$ cat config.mk
export PLATFORM = sky130hd
export DESIGN_NAME = nrcc_ram
export DESIGN_NICKNAME = d
export VERILOG_FILES = /design/src/design/nrcc_ram.sv
export SDC_FILE = /design/constraint.sdc
export NUM_CORES = 1
export LEC_CHECK = 0
export ABC_CLOCK_PERIOD_IN_PS = 5450
export BUFFER_PORTS_ARGS = -buffer_cell sky130_fd_sc_hd__buf_2
export CAP_MARGIN = 20
export CORE_MARGIN = 1.5
export CORE_UTILIZATION = 65
export CTS_BUF_LIST = sky130_fd_sc_hd__clkbuf_8
export CTS_CLUSTER_SIZE = 14
export DETAILED_ROUTE_END_ITERATION = 10
export PLACE_DENSITY_LB_ADDON = 0.1
export SYNTH_ARGS = -nofsm -noshare
export SYNTH_HDL_FRONTEND = slang
export SYNTH_SLANG_ARGS = --single-unit
$ cat constraint.sdc
create_clock -name clk_i -period 5.45 [get_ports clk_i]
set_input_delay 0.8175 -clock clk_i [delete_from_list [all_inputs] [get_ports clk_i]]
set_output_delay 0.8175 -clock clk_i [all_outputs]
set_load 0.005 [all_outputs]
$ cat src/design/nrcc_ram.sv
// Generic single-port-write, single-port-read RAM with registered read data.
`timescale 1ns / 1ps
module nrcc_ram #(
  parameter int unsigned WIDTH = 8,
  parameter int unsigned DEPTH = 16
) (
  input  logic                           clk_i,
  input  logic                           we_i,
  input  logic [$clog2(DEPTH)-1:0]       waddr_i,
  input  logic [WIDTH-1:0]               wdata_i,
  input  logic [$clog2(DEPTH)-1:0]       raddr_i,
  output logic [WIDTH-1:0]               rdata_o
);

  logic [WIDTH-1:0] mem_q [DEPTH];

  always_ff @(posedge clk_i) begin
    if (we_i) begin
      mem_q[waddr_i] <= wdata_i;
    end
    rdata_o <= mem_q[raddr_i];
  end

endmodule

# Word level (Yosys, flattened, before mapping)
# Memories as Yosys holds them, arrays and structs flattened. A register that Yosys moved wholly into a read port is not among the register bits.
# Index checks and enable logic that the tools add are counted.
# totals
output_inout_bits,8
word_cells,3
ram_bits,128
register_bits,0
memories,1
# op_classes
n_mux,2
# mem_list
memory,words,width,read_ports,rd_clocked_by_memory_dff,wr,line_no,rtl
mem_q,16,8,1,1,1,15,logic [WIDTH-1:0] mem_q [DEPTH];
# op_table
operator,count
$mux 1,2

# Logic depth before layout (Yosys ltp)
# depth
depth_word,2
ltp_mapped,5
mapped_depth_nobuf,3

# Least setup slack after synthesis
# OpenSTA, ideal clock, no wires.
# synth_timing
path_type,in2reg
startpoint,input port waddr_i[2]
endpoint,"memory mem_q[0][0], enable pin"
path_slack_ps,3140
required_ps,5067
path_stages,2
arrival_ps,1927
setup_ps,383
path_cell_list,or3b_2 -> nor3_1
# synth_rtl
element,line_no,rtl
from (decl),9,"input logic [$clog2(DEPTH)-1:0] waddr_i,"
to (decl),15,
# Straight into the memory's write port.

# Worst setup path after layout
# layout_timing
startpoint,input port waddr_i[2]
endpoint,"memory mem_q[1][4], enable pin"
# Straight into the memory's write port.

==> impl_metrics.py <==
metrics = {
    "logic_synthesis": {
        "synth-seq-cells": 136,
        "syn_area_um2": 5150,
        "synth.area.mux_share_pct": 15.0,
        "synth_compound_area_share_pct": 2.33,
        "syn_inst": 229,
        "yosys.area_share.simple_pct": 3.18,
        "synthDistinctLibCells": 19,
        "ys_seq_area_share_pct": 77.8,
        "synth_top_family_by_area": "multiplexers",
        "synthAdderAreaFrac_pct": 0,
        "yosys_warnings": 0,
        "syn_area_per_cell_um2": 22.5,
        "synthXorXnorAreaFrac_pct": 0,
        "syn_nets": 247,
    },
    "outcome": {
        "status": "finished, final reports clean",
    },
    "floorplan": {
        "io-pin-count": 26,
        "die_width_um": 92.0,
        "rows": 32,
        "start_util_pct": 67.0,
        "die_y_um": 92.0,
        "dieArea_um2": 8460,
        "core_region_area_um2": 7690,
    },
    "power_and_ir_drop": {
        "p_leak_nw": 1.94,
        "clkPwrFrac_pct": 39.5,
        "combPwrFrac_pct": 5.0,
        "p_sw_share_pct": 20.2,
        "switchingPower_uw": 427,
        "peakVddDrop_uv": 319,
        "pwr-share-seq_pct": 55.6,
        "p_int_mw": 1.69,
        "p_per_area_nw_per_um2": 366,
        "total_power_mw": 2.11,
    },
    "global_routing": {
        "grt_max_degree": 33,
        "track_usage_pct": 24.1,
        "grt_overflow": 0,
        "grt_pass1_vias": 2344,
        "grt_pass1_wl_um": 13800,
        "antenna_found_initial": 0,
    },
    "cts": {
        "cts_resized": 0,
        "cts_max_level": 4,
        "cts_setup_buffers": 0,
        "cts_tree": "yes",
        "cts_made_buffers": 17,
        "clk_latency_ns": 0.41,
        "clockBufferDepth": 2,
        "ctsHoldBuffers": 0,
        "root_buffer": "clkbuf_8",
        "clk_pin_slew_ns": 0.07,
        "cts.sinks": 136,
    },
    "sta": {
        "worst_slack_ns": 3.40,
        "setup-tns-final_ns": 0,
        "post-route-period-util_pct": 37.6,
        "clock_skew_ns": 0.00816,
        "max_freq_ghz": 0.487,
        "setup-violations-final": 0,
        "rsz0062_at_grt": "no",
        "worst_slew_pin_slew_ns": 0.793,
        "maxSlewViolCount": 0,
        "timing_hold_violations_final": 0,
        "period_minus_slack_ns": 2.05,
        "slew_headroom_pct": 46.9,
        "holdWs_ns": 0.691,
    },
    "routing": {
        "first_pass_iters": 4,
        "drtAntennaViolNets": 0,
        "dr_total_vias": 2386,
        "drt-total-wl_um": 9150,
        "drt_iter0_markers": 212,
        "drc": 0,
        "wl_per_cell_um": 23.9,
        "viasPerCell": 6.23,
    },
    "worst_setup_path": {
        "critPathTopFamily": "simple AND/OR/NAND/NOR gates",
        "cp_cell_sequence": "buf_2 -> or3b_2 -> nor2_1",
        "crit_slowest_cell": "nor2_1",
        "criticalPathCategory": "input port to flip-flop",
        "critPathRequiredTime_ns": 5.48,
        "critPathMaxStageDelay_ns": 0.63,
        "reg2reg_depth": 3,
        "critPathArrivalTime_ns": 2.09,
        "crit_buf_inv": 1,
        "cp-start-kind": "input port",
        "path_depth": 3,
        "cp_max_fo": 8,
        "end_kind": "flip-flop",
    },
    "placed_design": {
        "hpwl_um": 5620,
        "portBuffers": 25,
        "pre_cts_slack_ns": 2.58,
        "place_inst": 350,
        "routabilityCongestion": 0.746,
    },
    "cells_and_area": {
        "fin_cells": 383,
        "area_delta_synth_final_pct": 12.3,
        "final_nets": 286,
        "mostFrequentLayoutCells": "edfxtp_1, buf_2, clkbuf_8",
        "drive_gt1_share_pct": 28.5,
        "final_common_cell": "edfxtp_1",
        "num-fill-cells": 444,
        "antennaDiodeCount": 0,
    },
    "hold_path": {
        "worstHoldPathCells": 3,
        "hold_path_class": "flip-flop to flip-flop",
    },
    "run": {
        "drv_cap": 0,
    },
}
## final timing paths
path                               from               endpoint  slack [ns]
setup / recovery             waddr_i[2]  mem_q[1][4]$_DFFE_PP_        3.40
hold / removal    mem_q[9][3]$_DFFE_PP_     rdata_o[3]$_DFF_P_        0.69
setup reg to reg  mem_q[9][2]$_DFFE_PP_     rdata_o[2]$_DFF_P_        4.05
hold reg to reg   mem_q[9][3]$_DFFE_PP_     rdata_o[3]$_DFF_P_        0.69
## metrics by stage
step                      instance area, um2  util [%]
after global routing                    5780      75.2
after floorplan                         5150         -
after detailed placement                5340      69.5
after CTS                               5760      74.9
after global placement                  5340      69.4
final                                   5780      75.2
## synth_stat cells (all sizes together)
library cell   number  area, um2
a22oi              16        120
and2                1       6.26
and2b               1       7.51
buf                 7       56.3
clkdlybuf4s25       3       30.0
dfxtp               8        160
edfxtp            128       3840
mux4               32        773
nand2               9       33.8
nand2b              2       12.5
nand3               1       5.00
nand3b              2       15.0
nor2               13       48.8
nor2b               1       6.26
nor3                4       20.0
or3b                1       8.76
## power by group through the flow
stage	clock [mW]	combinational, mW	sequential, mW
after CTS	0.842	0.105	1.17
after global placement	0	0.101	1.20
after floorplan	0	0.0594	1.20
after global routing	0.890	0.114	1.18
after detailed placement	0	0.104	1.20
final	0.834	0.105	1.17
## worst min-delay path, delay by kind of cell, from the launching register on
kind            cells  cell delay (ns)
mux                 1             0.22
simple gates        1             0.05
flops               1             0.31
compound gates      1             0.08
## flip-flops by register name (all words and copies together) (netlist names)
register,count
mem_q,128
rdata_o,8
## cell type report
cell class	instances	area [um2]	area share (%)
flip-flops and latches	136	4000	69.3
multi-input cells	83	1060	18.3
clock buffers	19	262	4.53
well taps	102	128	2.21
repair buffers	30	175	3.03
clock inverters	13	153	2.64
## cells by family (layout without fill, tap and decap cells)
kind of cell,after synthesis,in the layout
simple gates,35,35
compound gates,16,16
flops,136,136
buf+inv,10,62
mux,32,32
## routing by layer
layer  track usage [%]  part of all wire [%]  vias up
met1              37.1                    43     1226
met2              34.3                    49      102
met3              6.80                   6.3        8
met5                 0                     0        -
li1                  -                     -     1050
met4              7.95                   1.1        0
Note: power is estimated with default switching activity, not from simulation.
