$ cat config.mk
export PLATFORM = sky130hd
export DESIGN_NAME = nrcc_cyl
export DESIGN_NICKNAME = d
export VERILOG_FILES = /design/src/design/nrcc_pkg.sv /design/src/design/nrcc_cyl.sv
export SDC_FILE = /design/constraint.sdc
export NUM_CORES = 2
export LEC_CHECK = 0
export ABC_AREA = 1
export BUFFER_PORTS_ARGS = -buffer_cell sky130_fd_sc_hd__buf_2
export CAP_MARGIN = 20
export CORE_AREA = 2 2 377 379
export DETAILED_ROUTE_END_ITERATION = 6
export DIE_AREA = 0 0 379 381
export PLACE_DENSITY = 0.51
export SETUP_SLACK_MARGIN = 0.5
export SLEW_MARGIN = 20
export SYNTH_ARGS = -nofsm -noshare
export SYNTH_HDL_FRONTEND = slang
export SYNTH_SLANG_ARGS = --single-unit
$ cat constraint.sdc
create_clock -name clk_i -period 13.03 [get_ports clk_i]
set_input_delay 1.303 -clock clk_i [delete_from_list [all_inputs] [get_ports clk_i]]
set_output_delay 1.303 -clock clk_i [all_outputs]
set_load 0.03 [all_outputs]
$ cat src/design/nrcc_pkg.sv
// Package with shared types and fixed-point constants of the color classifier.
`timescale 1ns / 1ps
package nrcc_pkg;

  // Cylinder coordinates in hundredths, signed.
  typedef struct packed {
    logic signed [15:0] x;
    logic signed [15:0] y;
  } coord_t;

  // One stored reference: valid flag, precomputed coordinates and intensity.
  typedef struct packed {
    logic               valid;
    logic signed [15:0] x;
    logic signed [15:0] y;
    logic [14:0]        z;
  } entry_t;

  localparam int unsigned EntryW = 48;

  localparam logic [17:0] AngleStep  = 18'd187403;
  localparam logic [30:0] OneQ30     = 31'h4000_0000;
  localparam logic [15:0] FullTurn   = 16'd36000;
  localparam logic [34:0] LimitSq    = 35'd10000000000;

  // Reciprocals for exact truncating division of values below 2^30.
  localparam logic [30:0] Recip6     = 31'd1431655766;  // shift 33
  localparam logic [30:0] Recip120   = 31'd1145324613;  // shift 37
  localparam logic [30:0] Recip5040  = 31'd1745256553;  // shift 43
  localparam logic [30:0] Recip24    = 31'd1431655766;  // shift 35
  localparam logic [30:0] Recip720   = 31'd1527099484;  // shift 40
  localparam logic [30:0] Recip40320 = 31'd1745256553;  // shift 46

endpackage

$ cat src/design/nrcc_cyl.sv
// Sequential hue/saturation to cylinder coordinate unit on one shared multiplier.
`timescale 1ns / 1ps
module nrcc_cyl (
  input  logic                 clk_i,
  input  logic                 rst_ni,
  input  logic                 start_i,
  input  logic [15:0]          hue_i,
  input  logic [13:0]          sat_i,
  output logic                 done_o,
  output nrcc_pkg::coord_t     coord_o
);

  localparam logic [4:0] LastStep = 5'd16;

  logic        busy_q, done_q;
  logic [4:0]  step_q;
  logic [29:0] p_q [1:8];
  logic [29:0] p_d [1:8];
  logic [12:0] r_q;
  logic        swap_q;
  logic [1:0]  quad_q;
  logic [13:0] sat_q;
  logic [30:0] csm_q, snm_q, csm_d, snm_d;
  logic        csn_q, snn_q, csn_d, snn_d;
  logic signed [15:0] px_q, py_q, px_d, py_d;

  logic [30:0] mul_a, mul_b;
  logic [61:0] prod, prod_rnd;
  logic [15:0] hred;
  logic [1:0]  quad_d;
  logic [13:0] rem_d;
  logic [12:0] r_d;
  logic signed [32:0] sinp, cosp;
  logic [30:0] sin_m, cos_m, a_m, b_m;
  logic [14:0] v_mag;

  assign prod     = 62'(mul_a) * 62'(mul_b);
  assign prod_rnd = prod + 62'h2000_0000;
  assign v_mag    = prod_rnd[44:30];

  // Quadrant and octant reduction of the incoming hue.
  always_comb begin
    hred = (hue_i >= nrcc_pkg::FullTurn) ? hue_i - nrcc_pkg::FullTurn : hue_i;
    if (hred >= 16'd27000) begin
      quad_d = 2'd3; rem_d = 14'(hred - 16'd27000);
    end else if (hred >= 16'd18000) begin
      quad_d = 2'd2; rem_d = 14'(hred - 16'd18000);
    end else if (hred >= 16'd9000) begin
      quad_d = 2'd1; rem_d = 14'(hred - 16'd9000);
    end else begin
      quad_d = 2'd0; rem_d = hred[13:0];
    end
    r_d = (rem_d > 14'd4500) ? 13'(14'd9000 - rem_d) : rem_d[12:0];
  end

  // Series sums; every power term is nonnegative and below 2^30.
  always_comb begin
    sinp = 33'(p_q[1]) - 33'(p_q[3]) + 33'(p_q[5]) - 33'(p_q[7]);
    cosp = 33'(nrcc_pkg::OneQ30) - 33'(p_q[2] >> 1) + 33'(p_q[4]) - 33'(p_q[6])
           + 33'(p_q[8]);
    sin_m = sinp[30:0];
    cos_m = cosp[30:0];
    a_m = swap_q ? cos_m : sin_m;
    b_m = swap_q ? sin_m : cos_m;
  end

  always_comb begin
    mul_a = '0;
    mul_b = '0;
    p_d   = p_q;
    csm_d = csm_q; snm_d = snm_q; csn_d = csn_q; snn_d = snn_q;
    px_d  = px_q;  py_d  = py_q;
    unique case (step_q)
      5'd0:  begin mul_a = 31'(r_q);   mul_b = 31'(nrcc_pkg::AngleStep);
                   p_d[1] = prod[29:0]; end
      5'd1:  begin mul_a = 31'(p_q[1]); mul_b = 31'(p_q[1]); p_d[2] = prod[59:30]; end
      5'd2:  begin mul_a = 31'(p_q[2]); mul_b = 31'(p_q[1]); p_d[3] = prod[59:30]; end
      5'd3:  begin mul_a = 31'(p_q[2]); mul_b = 31'(p_q[2]); p_d[4] = prod[59:30]; end
      5'd4:  begin mul_a = 31'(p_q[4]); mul_b = 31'(p_q[1]); p_d[5] = prod[59:30]; end
      5'd5:  begin mul_a = 31'(p_q[4]); mul_b = 31'(p_q[2]); p_d[6] = prod[59:30]; end
      5'd6:  begin mul_a = 31'(p_q[6]); mul_b = 31'(p_q[1]); p_d[7] = prod[59:30]; end
      5'd7:  begin mul_a = 31'(p_q[4]); mul_b = 31'(p_q[4]); p_d[8] = prod[59:30]; end
      5'd8:  begin mul_a = 31'(p_q[3]); mul_b = nrcc_pkg::Recip6;
                   p_d[3] = 30'(prod[61:33]); end
      5'd9:  begin mul_a = 31'(p_q[5]); mul_b = nrcc_pkg::Recip120;
                   p_d[5] = 30'(prod[61:37]); end
      5'd10: begin mul_a = 31'(p_q[7]); mul_b = nrcc_pkg::Recip5040;
                   p_d[7] = 30'(prod[61:43]); end
      5'd11: begin mul_a = 31'(p_q[4]); mul_b = nrcc_pkg::Recip24;
                   p_d[4] = 30'(prod[61:35]); end
      5'd12: begin mul_a = 31'(p_q[6]); mul_b = nrcc_pkg::Recip720;
                   p_d[6] = 30'(prod[61:40]); end
      5'd13: begin mul_a = 31'(p_q[8]); mul_b = nrcc_pkg::Recip40320;
                   p_d[8] = 30'(prod[61:46]); end
      5'd14: begin
        // Quadrant sets which octant value lands where and with which sign.
        unique case (quad_q)
          2'd0: begin snm_d = a_m; snn_d = 1'b0; csm_d = b_m; csn_d = 1'b0; end
          2'd1: begin snm_d = b_m; snn_d = 1'b0; csm_d = a_m; csn_d = 1'b1; end
          2'd2: begin snm_d = a_m; snn_d = 1'b1; csm_d = b_m; csn_d = 1'b1; end
          default: begin snm_d = b_m; snn_d = 1'b1; csm_d = a_m; csn_d = 1'b0; end
        endcase
      end
      5'd15: begin
        mul_a = 31'(sat_q); mul_b = csm_q;
        px_d = csn_q ? -$signed({1'b0, v_mag}) : $signed({1'b0, v_mag});
      end
      5'd16: begin
        mul_a = 31'(sat_q); mul_b = snm_q;
        py_d = snn_q ? -$signed({1'b0, v_mag}) : $signed({1'b0, v_mag});
      end
      default: ;
    endcase
  end

  always_ff @(posedge clk_i or negedge rst_ni) begin
    if (!rst_ni) begin
      busy_q <= 1'b0;
      done_q <= 1'b0;
      step_q <= '0;
    end else begin
      done_q <= busy_q && (step_q == LastStep);
      if (start_i && !busy_q) begin
        busy_q <= 1'b1;
        step_q <= '0;
      end else if (busy_q) begin
        if (step_q == LastStep) begin
          busy_q <= 1'b0;
        end
        step_q <= step_q + 5'd1;
      end
    end
  end

  always_ff @(posedge clk_i) begin
    if (start_i && !busy_q) begin
      r_q    <= r_d;
      swap_q <= (rem_d > 14'd4500);
      quad_q <= quad_d;
      sat_q  <= sat_i;
    end else if (busy_q) begin
      p_q   <= p_d;
      csm_q <= csm_d; snm_q <= snm_d; csn_q <= csn_d; snn_q <= snn_d;
      px_q  <= px_d;  py_q  <= py_d;
    end
  end

  assign done_o    = done_q;
  assign coord_o.x = px_q;
  assign coord_o.y = py_q;

endmodule

=== Word level (Yosys, flattened, before mapping) ===
Cells that the tools add are included.

* Equality and inequality tests: 18
* Multiply operators: 1
* Bitwise operators: 1
* Magnitude comparators: 5
* Reduce and logical (&&, ||, !) cells: 35
* Add/sub/neg operators: 15
* Multiplexer cells: 28

{| class="wikitable"
|+ Operators by type and width
! kind !! number
|-
| one-hot mux 30 bit (2 select lines) || 6
|-
| one-hot mux 31 bit (10 select lines) || 1
|-
| one-hot mux 30 bit (10 select lines) || 1
|-
| 2-to-1 mux 31 bit || 4
|-
| adder 31 bit || 2
|-
| multiplier 30 x 31 -> 61 bit || 1
|-
| adder 45 x 30 -> 45 bit (second input constant) || 1
|-
| 2-to-1 mux 14 bit || 3
|-
| == test 5 x 4 -> 1 bit (second input constant) || 8
|-
| AND reduction 3 bit || 11
|-
| greater-or-equal comparator 16 x 15 -> 1 bit (second input constant) || 2
|-
| adder 31 x 30 -> 31 bit || 1
|-
| subtractor 30 x 30 -> 31 bit || 1
|-
| subtractor 31 x 29 -> 31 bit (first input constant) || 1
|-
| subtractor 31 x 30 -> 31 bit || 1
|-
| subtractor 31 bit || 1
|-
| 2-to-1 mux 15 bit || 2
|-
| subtractor 14 bit (second input constant) || 2
|-
| == test 5 x 3 -> 1 bit (second input constant) || 4
|-
| OR reduction 2 bit || 10
|-
| greater-or-equal comparator 16 x 14 -> 1 bit (second input constant) || 1
|-
| greater-or-equal comparator 16 bit (second input constant) || 1
|-
| 2-to-1 mux 16 bit || 1
|-
| negator 15 -> 16 bit || 1
|-
| other kinds (20) || 36
|}

* Register bits after elaboration: 373
* Output and inout bits: 33
* Logic and storage cells: 127

=== Logic depth before layout (Yosys ltp) ===
* Depth after elaboration: 8
* Gate-level depth with buffers: 58

=== Worst setup path after synthesis ===
Ideal clock, no wire load.

* Kind: register -> register
* Start: register step_q[0]
* End: register px_q[10], data pin
* Slack: 3.179 ns
* Data arrival time: 9.584 ns
* Cell stages (with the launch flop): 49
* Path buffers: 3
* Period minus slack after synthesis: 9.851 ns
* Path through: dfrtp_1 > inv_1 > ha_1 > nand2_1 > nor2_1 > nor4_2 > inv_1 > clkbuf_1 > clkbuf_1 > a22oi_1 > nand2_1 > inv_1 > clkbuf_1 > nor2_1 > fa_1 > inv_1 > fa_1 > inv_1 > [13 not listed] > inv_1 > o21ai_0 > nor2_1 > nand3b_1 > nand2_1 > inv_1 > ha_1 > inv_1 > nor2_1 > nand2_1 > nor2_1 > nand2_1 > xor2_1 > nand3_1 > nor2_2 > nand2_1 > nand3_1 > o21ai_0

* Cells in the longest elaborated chain, start to end: 7

{| class="wikitable"
|+ RTL lines
! item !! line !! source
|-
| start: declaration || nrcc_cyl.sv:16 || <nowiki>logic [4:0] step_q;</nowiki>
|-
| start signal: assignment || nrcc_cyl.sv:130 || <nowiki>step_q <= step_q + 5'd1;</nowiki>
|-
| == test 5 x 3 -> 1 bit, or another cell as far along || nrcc_cyl.sv:73 || <nowiki>unique case (step_q)</nowiki>
|-
| OR reduction 4 bit (no line) or OR reduction 2 bit (tied branches) || -- ||
|-
| one-hot mux 30 bit (10 select lines) or one-hot mux 31 bit (10 select lines) (tied branches) || nrcc_cyl.sv:73 ||
|-
| multiplier 30 x 31 -> 61 bit * || nrcc_cyl.sv:37 || <nowiki>assign prod = 62'(mul_a) * 62'(mul_b);</nowiki>
|-
| named net prod[30] || nrcc_cyl.sv:28 || <nowiki>logic [61:0] prod, prod_rnd;</nowiki>
|-
| adder 45 x 30 -> 45 bit * || nrcc_cyl.sv:38 || <nowiki>assign prod_rnd = prod + 62'h2000_0000;</nowiki>
|-
| negator 15 -> 16 bit || nrcc_cyl.sv:106 || <nowiki>px_d = csn_q ? -$signed({1'b0, v_mag}) : $signed({1'b0, v_mag});</nowiki>
|-
| 2-to-1 mux 15 bit * || nrcc_cyl.sv:106 ||
|-
| end signal: assignment || nrcc_cyl.sv:144 || <nowiki>px_q <= px_d; py_q <= py_d;</nowiki>
|-
| end: declaration || nrcc_cyl.sv:25 || <nowiki>logic signed [15:0] px_q, py_q, px_d, py_d;</nowiki>
|}

The timed path passes the listed nets; every way through them passes the cells marked *.
A chain may end at the register's enable or synchronous reset.

=== Worst setup path in the final report ===
* Start: register step_q[0]
* End: register p_q[28] (netlist bit), data pin

* Cells in the longest elaborated chain, start to end: 5

{| class="wikitable"
|+ RTL lines
! item !! line !! source
|-
| == test 5 x 3 -> 1 bit, or another cell as far along || nrcc_cyl.sv:73 ||
|-
| OR reduction 4 bit (no line) or OR reduction 2 bit (tied branches) || -- ||
|-
| one-hot mux 30 bit (10 select lines) or one-hot mux 31 bit (10 select lines) (tied branches) || nrcc_cyl.sv:73 ||
|-
| multiplier 30 x 31 -> 61 bit || nrcc_cyl.sv:37 ||
|-
| one-hot mux 30 bit (2 select lines) * || nrcc_cyl.sv:73 ||
|-
| end signal: assignment || nrcc_cyl.sv:142 || <nowiki>p_q <= p_d;</nowiki>
|-
| end: declaration || nrcc_cyl.sv:17 || <nowiki>logic [29:0] p_q [1:8];</nowiki>
|}

Mark *: on every way between the ends. The rest lies on a longest branch, timed or not.

==> run metrics <==
share of the synthesized area in the top cell type=33.31%; CP Max Fanout=31; met1 wire length=96.05 mm; Fillers=14270; crit path capture type=register; GRT Overall Usage=30.65%; max incr delay on CP=0.56 ns; Avg WL per Cell=25.49 µm; Max clock buf depth=3; Slew @ Worst Pin=1.073 ns; clock root buffer=clkbuf_16; final setup fails=0; routed wl met2=93.70 mm; DIE AREA=144400 µm²; Clk Latency, worst-skew pair=0.63 ns; routed vias/inst=5.392; initial antenna violation count=5; Final TNS setup=0 ns; flops & latches, synth=373; routed wl met3=20.51 mm; worst endpoint data arrival time=12.32 ns; Crit path top cell by count=fa_1; CP Buf/Inv Count=9; final instance area=60700 µm²; drt total wl=219.4 mm; remaining global-route overflow=0; FMAX=0.08333 GHz; commonest cells in the netlist=1518 x nand2_1, 1310 x inv_1, 927 x fa_1; status=completed; Min Clock Period, post-route=12.00 ns; Cell Area, Synth=55710 µm²; Worst EP required=13.35 ns; routed vias=46410; Max Used Layer=met4; Compound-Gate Fraction of Synth Area=7.977%; RSZ-0062 raised after global routing=no; Area contributors post-synth=fa_1 33%, edfxtp_1 20%, nand2_1 10%; area grow syn2layout=8.950%; FP Rows=138; Synth Area in XOR/XNOR=1.857%; relative max-transition margin=28.38%; Port-buffer cells=65; largest family of logic cells by synthesized area=adder cells; sequential area share after synthesis=20.04%; Slew Limit Fails=0; EDFF count, synth=366; area leader, netlist=fa_1; Top delay family on crit path=adder cells; dominant cell by count in the synthesized netlist=nand2_1; initial cell density of the core=39.64%; CTS H-tree lvls=2; Critical Path Source Type=register; CTS buffer count=43; layout cells sized above 1=7.386%; Setup CP Type=reg2reg; final-stage net count=7972; # clock sinks=373; vias in the first global route=45950; Hold Crit Class=in2async; Placed Area=59100 µm²; period utilization=92.10%; Synth Flop Type=edfxtp_1; Final Hold Fails=0; Post-synth ARST share=1.877%; Die Span X=379 µm; area of the core=140600 µm²; first-pass GRT wire length=320.4 mm; Synth warnings=0; Worst Skew=0.04404 ns; post-synthesis simple-gate area fraction=18.16%; largest net degree at the start of global routing=64; Mapped Cells=6606; Final ANT Viol Nets=0; gpl congestion=0.9930; adder-cell share of the synthesized area=40.74%; DP HPWL=177.4 mm; I/O pin cnt=66; multiplexer share of the synthesized area=0.1797%; Syn Nets=7897; maxcap violations=0; DR iter-0 viols=4730; DRC=0; Unique masters post-synth=63; syn avg cell area=8.433 µm²; Die H=381 µm; clock transition at the registers of the reported paths=0.06 ns; Critical-path top delay cell=a21oi_1; drt first pass iters=6; CTS tree=built
==> layer usage <==
| metal | up-vias | GRT usage (%) |
|---|---|---|
| met5 | - | 0 |
| met4 | 0 | 10.46 |
| met2 | 2164 | 44.95 |
| met1 | 23470 | 45.26 |
| li1 | 20500 | - |
| met3 | 279 | 5.639 |
==> cells by family after synthesis <==
family                     after synthesis
xor gates and xnor gates               116
buffers and inverters                 1613
adders and majority gates             1258
and+or+nand+nor                       2500
DFF                                    373
AOI/OAI and AO/OA                      736
muxes                                   10
==> metrics by stage <==
stage               hold WS, ns  setup WS, ns  utilization [%]  instances
finish                   0.5421         1.029            43.19       8607
global route             0.5442        0.5017            43.18       8605
CTS                      0.5288         1.071            43.10       8594
detailed placement       0.5378         1.106            42.05       8515
global placement         0.5397         1.057            42.05       8515
floorplan                0.5009         3.179                -       6606
==> registers in the layout (all words and copies together), names as in the netlist, 2 cells and up <==
| register | count |
|---|---|
| snm_q | 31 |
| py_q | 16 |
| csm_q | 31 |
| p_q | 240 |
| sat_q | 14 |
| step_q | 5 |
| px_q | 16 |
| r_q | 13 |
| quad_q | 2 |
==> cell usage in the layout, fill, tap and decap left out, types with 17 or more instances in the layout <==
| master | n |
|---|---|
| nand2_1 | 1517 |
| inv_1 | 1301 |
| fa_1 | 927 |
| nor2_1 | 620 |
| edfxtp_1 | 366 |
| ha_1 | 331 |
| o21ai_0 | 323 |
| buf_4 | 218 |
| nand3_1 | 193 |
| a21oi_1 | 139 |
| xor2_1 | 74 |
| buf_2 | 65 |
| clkbuf_16 | 43 |
| xnor2_1 | 41 |
| clkinv_1 | 33 |
| nand4_1 | 32 |
| a221oi_1 | 32 |
| a31oi_1 | 29 |
| a22oi_1 | 28 |
| nand2_2 | 26 |
| nor3_1 | 24 |
| a21o_1 | 23 |
| a22o_1 | 22 |
| inv_2 | 20 |
| or2_2 | 18 |
| o211ai_1 | 17 |
==> worst paths after layout <==
path | start | to | cells after the start | slack [ns]
min | rst_ni | done_o | 1 | 0.54
max | step_q[0] | p_q[28] | 40 | 1.03
max reg2reg | step_q[0] | p_q[28] | 40 | 1.03
min reg2reg | step_q[3] | step_q[3] | 1 | 0.55
max in group asynchronous | rst_ni | step_q[4] | 1 | 12.32
min in group clk_i | step_q[3] | step_q[3] | 1 | 0.55
==> timing repair <==
action                                  CTS  global route
resized for setup                         0             8
hold buffers                              0             0
buffers inserted                          0            11
hold endpoints to repair                  0             0
endpoints found under the setup margin    0            16
==> final cells by class <==
type	instances	area [µm²]	share of cell area [%]
Multi-Input combinational cell	4620	38550	63.52
Sequential cell	373	11170	18.40
Inverter	1358	5126	8.446
Tap cell	1890	2365	3.896
Timing Repair Buffer	285	2002	3.298
Clock buffer	51	1106	1.822
Clock inverter	28	372.9	0.6143
Antenna cell	2	5.005	0.008246
Power is not shown: default switching activity piles up to over one toggle a cycle in this logic, so the estimate is an artifact.
